===== config.mk =====
export PLATFORM = sky130hd
export DESIGN_NAME = ctds_ctrl
export DESIGN_NICKNAME = d
export VERILOG_FILES = /design/src/ctds_pkg.sv /design/src/ctds_ctrl.sv
export SDC_FILE = /design/constraint.sdc
export NUM_CORES = 1
export LEC_CHECK = 0
export BUFFER_PORTS_ARGS = -buffer_cell sky130_fd_sc_hd__buf_2
export CELL_PAD_IN_SITES_DETAIL_PLACEMENT = 0
export CELL_PAD_IN_SITES_GLOBAL_PLACEMENT = 1
export CORE_AREA = 2 2 39 41
export CTS_BUF_LIST = sky130_fd_sc_hd__clkbuf_16
export DETAILED_ROUTE_END_ITERATION = 8
export DIE_AREA = 0 0 41 43
export GPL_TIMING_DRIVEN = 0
export PLACE_DENSITY = 0.34
export SLEW_MARGIN = 20
export SYNTH_ARGS = -nofsm -noshare
export SYNTH_HDL_FRONTEND = slang
export SYNTH_SLANG_ARGS = --single-unit

===== constraint.sdc =====
create_clock -name clk_i -period 0.9 [get_ports clk_i]
set_input_delay 0.045 -clock clk_i [delete_from_list [all_inputs] [get_ports clk_i]]
set_output_delay 0.045 -clock clk_i [all_outputs]
set_load 0.005 [all_outputs]

===== src/ctds_pkg.sv =====
// Package for the cumulative threshold day search block.
// Holds the sizes, the item and command types shared by the controller,
// the datapath and the top level. Depends on nothing.
package ctds_pkg;

  localparam int MAX_DAYS = 1024;
  localparam int DAY_W = $clog2(MAX_DAYS + 1);
  localparam int ADDR_W = $clog2(MAX_DAYS);
  localparam int AMT_W = 8;
  localparam int TOT_W = 18;
  localparam logic [TOT_W-1:0] TOTAL_MAX = '1;

  typedef enum logic [0:0] {
    FUNC_LOAD  = 1'b0,
    FUNC_QUERY = 1'b1
  } func_e;

  typedef struct packed {
    func_e            func;
    logic [AMT_W-1:0] amount_a;
    logic [AMT_W-1:0] amount_b;
    logic [AMT_W-1:0] amount_c;
    logic [TOT_W-1:0] need_a;
    logic [TOT_W-1:0] need_b;
    logic [TOT_W-1:0] need_c;
  } in_item_t;

  typedef struct packed {
    logic             found;
    logic [DAY_W-1:0] day_index;
  } out_item_t;

  typedef struct packed {
    logic [TOT_W-1:0] a;
    logic [TOT_W-1:0] b;
    logic [TOT_W-1:0] c;
  } totals_t;

  // Commands from the controller to the datapath.
  typedef struct packed {
    logic load;         // append one day to the table
    logic query_start;  // capture needs, open the search range, first read
    logic step;         // narrow the range by the last read, next read
    logic capture;      // move the final answer into the output register
  } dp_cmd_t;

  // Status from the datapath to the controller.
  typedef struct packed {
    logic probe_final;  // the pending read is the last check of the search
  } dp_status_t;

endpackage


===== src/ctds_ctrl.sv =====
// Controller of the cumulative threshold day search block: input handshake,
// search sequencing and the output valid flag.
// Depends on ctds_pkg.
module ctds_ctrl (
  input  logic                 clk_i,
  input  logic                 rst_ni,
  input  logic                 in_valid_i,
  output logic                 in_ready_o,
  input  ctds_pkg::func_e      in_func_i,
  output logic                 out_valid_o,
  input  logic                 out_ready_i,
  output ctds_pkg::dp_cmd_t    cmd_o,
  input  ctds_pkg::dp_status_t status_i
);

  typedef enum logic [0:0] {
    ST_IDLE,
    ST_SEARCH
  } state_e;

  state_e state_q, state_d;
  logic   out_valid_q, out_valid_d;
  logic   slot_free;

  assign slot_free  = !out_valid_q || out_ready_i;
  assign in_ready_o = (state_q == ST_IDLE);

  always_comb begin
    state_d     = state_q;
    cmd_o       = '0;
    out_valid_d = out_valid_q && !out_ready_i;
    unique case (state_q)
      ST_IDLE: begin
        if (in_valid_i) begin
          if (in_func_i == ctds_pkg::FUNC_QUERY) begin
            cmd_o.query_start = 1'b1;
            state_d           = ST_SEARCH;
          end else begin
            cmd_o.load = 1'b1;
          end
        end
      end
      ST_SEARCH: begin
        if (!status_i.probe_final) begin
          cmd_o.step = 1'b1;
        end else if (slot_free) begin
          // The last read decides the answer; hold here while the output is full.
          cmd_o.capture = 1'b1;
          out_valid_d   = 1'b1;
          state_d       = ST_IDLE;
        end
      end
      default: state_d = ST_IDLE;
    endcase
  end

  always_ff @(posedge clk_i or negedge rst_ni) begin
    if (!rst_ni) begin
      state_q     <= ST_IDLE;
      out_valid_q <= 1'b0;
    end else begin
      state_q     <= state_d;
      out_valid_q <= out_valid_d;
    end
  end

  assign out_valid_o = out_valid_q;

endmodule

==> summary.txt <==
GRT
  • Largest net degree at the start of global routing: 6
  • Aggregate global-route resource usage: 7.229%
  • Vias in the first global route: 167
  • First-pass GRT wire length: 690 um
  • Initial antenna violation count: 0
  • Overflow after GRT: 0

Min path
  • Worst Hold Depth: 2
  • HP Start: status_i
  • Hold path endpoint: state_q$_DFF_PN0_
  • Worst Hold Class: in2reg

Placement
  • Post-DP HPWL: 271.7 um
  • Inst Count DP: 39
  • Gp weighted congestion: 0.5753
  • Port Buffers: 11
  • Cell Area, Placed: 185.2 um2

STA
  • Final hold vios: 0
  • Min Tclk post-route: 0.9989 ns
  • Least-Margin Pin Slew: 0.1359 ns
  • Final cycle utilization of the critical path: 111.0%
  • Clock Skews: 0.0004921 ns
  • PnR worst setup slack: -0.09891 ns
  • Setup Viol. Count Final: 5
  • Worst rel slew slack: 90.94%
  • Fmax: 1.001 GHz
  • RSZ-0062 raised after global routing: true
  • Final Max Slew Viols: 0

Worst setup path
  • WS Path Type: reg2out
  • R2R Path End: out_valid_o$_DFF_PN0_
  • Worst path arrival time: 0.95 ns
  • Startpoint class of the critical path: flip-flop
  • Crit-path slowest cell: dfrtp_2
  • Flop2flop setup slack: -0.05 ns
  • CP Cell Sequence: inv_2 > and3_1 > buf_2
  • Critical Path End Type: output pin
  • Worst r2r src: state_q$_DFF_PN0_
  • Crit path from: state_q$_DFF_PN0_
  • Crit-path max cell delay: 0.43 ns
  • Worst R2R Path Depth: 5
  • Worst Path Max Fanout: 5
  • CP required: 0.85 ns

Finish
  • Post-layout util: 22.97%
  • Share of cells above drive strength 1: 76.67%
  • Final instance area: 317.8 um2
  • Final Non-Filler Cells: 46
  • Final #Nets: 38
  • Area delta synth->final: 188.6%
  • Fill cells: 147
  • Diodes inserted: 0

Synthesis
  • Top post-synthesis cells by count: dfrtp_1, nand2_1
  • Most used DFF post-synth: dfrtp_1
  • Post-Syn Area: 110.1 um2
  • Mapped Avg Cell Area: 9.176 um2
  • Unique cell type count in the Yosys netlist: 10
  • Mapped Cells: 12
  • Synth async-reset ratio: 100.0%
  • Post-synth top area share: 45.45%
  • Synth area leaders: dfrtp_1, nand2b_4, nand2_1, nor3b_1, a31oi_1
  • Number of synthesized flops with an enable pin: 0
  • FF+latch count, synth: 2
  • Seq/Total Area, Yosys: 45.45%
  • Synth warn: 0
  • Syn_nets: 18
  • Area leader, netlist: dfrtp_1

Power and ir drop
  • Pwr/cell area: 3382 mW/mm2
  • Sw frac: 21.67%
  • Peak VDD IR: 0.001031 V
  • Seq pwr share: 15.3%
  • Net Sw Power: 0.2330 mW
  • Leak: 0.1668 nW
  • Logic pwr share: 22.6%
  • Internal: 0.8420 mW
  • Clock power frac: 62.1%

Drt
  • DR pass1 iterations: 4
  • Number of DRC markers in iteration 0: 6
  • WL/cell: 9.130 um
  • Via Count: 169
  • Vias/cell: 3.674
  • Detail Route Antenna Nets: 0
  • Routed wire length: 420 um
  • Post-route DRC: 0

Die
  • Die H: 43 um
  • Die area: 0.001763 mm2
  • Io pins: 12
  • Rows: 14
  • Initial core utilization: 7.957%
  • Core box area: 0.001384 mm2
  • Die Width: 41 um

Outcome
  • Outcome: finished, violations left
  • Failing checks: setup timing

Clocking
  • Root Buffer: clkbuf_16
  • Clk_lat worst skew: 0.22 ns
  • CTS tree: done
  • Clock Path Buffers: 2
  • H-tree Lvls: 1
  • TritonCTS Buffers: 3
  • Clock sink count: 2
  • Reg clk slew, reported paths: 0.03 ns

Job
  • Max-cap violations: 0
worst max-delay path by stage:
stage	cells past startpoint	end	slack (ns)
after global placement	2	cmd_o[3]	0.12
after global routing	2	cmd_o[3]	-0.16
final	3	cmd_o[2]	-0.1
after detailed placement	2	cmd_o[3]	0.11
after CTS	3	cmd_o[0]	-0.11
after floorplan	2	state_q$_DFF_PN0_	0.22
registers in the layout, summed over array words and instances, names as in the netlist:
name	flops
out_valid_o	1
state_q	1
per-stage QoR:
| step | hold WS [ns] | TNS, ns | setup WS (ns) | power, mW |
|---|---|---|---|---|
| floorplan | -0.2506 | 0 | 0.2160 | 0.2287 |
| global placement | -0.1684 | 0 | 0.1241 | 0.3087 |
| detailed placement | -0.1644 | 0 | 0.1059 | 0.3091 |
| CTS | 0.05418 | -0.3838 | -0.1115 | 1.062 |
| global route | 0.07424 | -0.6313 | -0.1636 | 1.140 |
| finish | 0.05075 | -0.3383 | -0.09891 | 1.075 |
kinds of logic (layout without fill, tap and decap cells):
| logic type | Yosys count | count (layout) | share of synthesized area [%] |
|---|---|---|---|
| buffers and inverters | 1 | 19 | 3.406 |
| AND/OR/NAND/NOR | 7 | 7 | 40.92 |
| flip-flops | 2 | 2 | 45.46 |
| AO/OA/AOI/OAI | 2 | 2 | 10.23 |
routing by layer:
layer  part of all wire, %  track usage [%]  up-vias  routed length, um
met4                   6.0            12.00        0                 25
met5                     0                0        -                  0
li1                      -                -       76                  -
met2                    35            7.187       15                145
met3                    20            5.236        4                 82
met1                    40            6.752       74                167
placed cells by master (no fill, tap or decap):
cell           synthesis  final
buf_2                  0     10
clkbuf_16              0      3
buf_6                  0      3
nand2_1                2      1
nand2b_4               1      1
nor2b_2                0      1
inv_2                  1      1
and3_1                 1      1
a21oi_1                1      1
a31oi_1                1      1
nor3b_2                0      1
nor2_1                 1      1
nand2_2                0      1
dlygate4sd3_1          0      1
dfrtp_1                2      1
buf_4                  0      1
dfrtp_2                0      1
cell type report:
| type | count | area (um2) | share of cell area, % |
|---|---|---|---|
| clock buffers | 3 | 75.07 | 23.62 |
| inverters | 1 | 3.754 | 1.181 |
| multi-input cells | 9 | 66.31 | 20.87 |
| flip-flops and latches | 2 | 51.30 | 16.14 |
| well taps | 16 | 20.02 | 6.299 |
| repair buffers | 15 | 101.3 | 31.89 |
critical path: cells and delay by family, from the launching register on:
kind | cells | cell delay (ns)
DFF | 1 | 0.43
buffers and inverters | 2 | 0.18
and+or+nand+nor | 1 | 0.13
repair_timing:
| action | 4_1_cts | 5_1_grt |
|---|---|---|
| gates resized for setup | 4 | 3 |
| hold endpoints to repair | 2 | 0 |
| pin swaps | 3 | 1 |
| hold buffers | 1 | 0 |
| endpoints found under the setup margin | 4 | 6 |
| setup buffers | 3 | 0 |
power groups by stage:
stage | logic, mW | registers (mW) | clock network [mW]
after floorplan | 0.0741 | 0.155 | 0
after global placement | 0.153 | 0.156 | 0
after detailed placement | 0.152 | 0.157 | 0
after CTS | 0.217 | 0.160 | 0.685
after global routing | 0.272 | 0.173 | 0.695
final | 0.243 | 0.165 | 0.667
No activity file was read; power rests on OpenSTA's default activity.
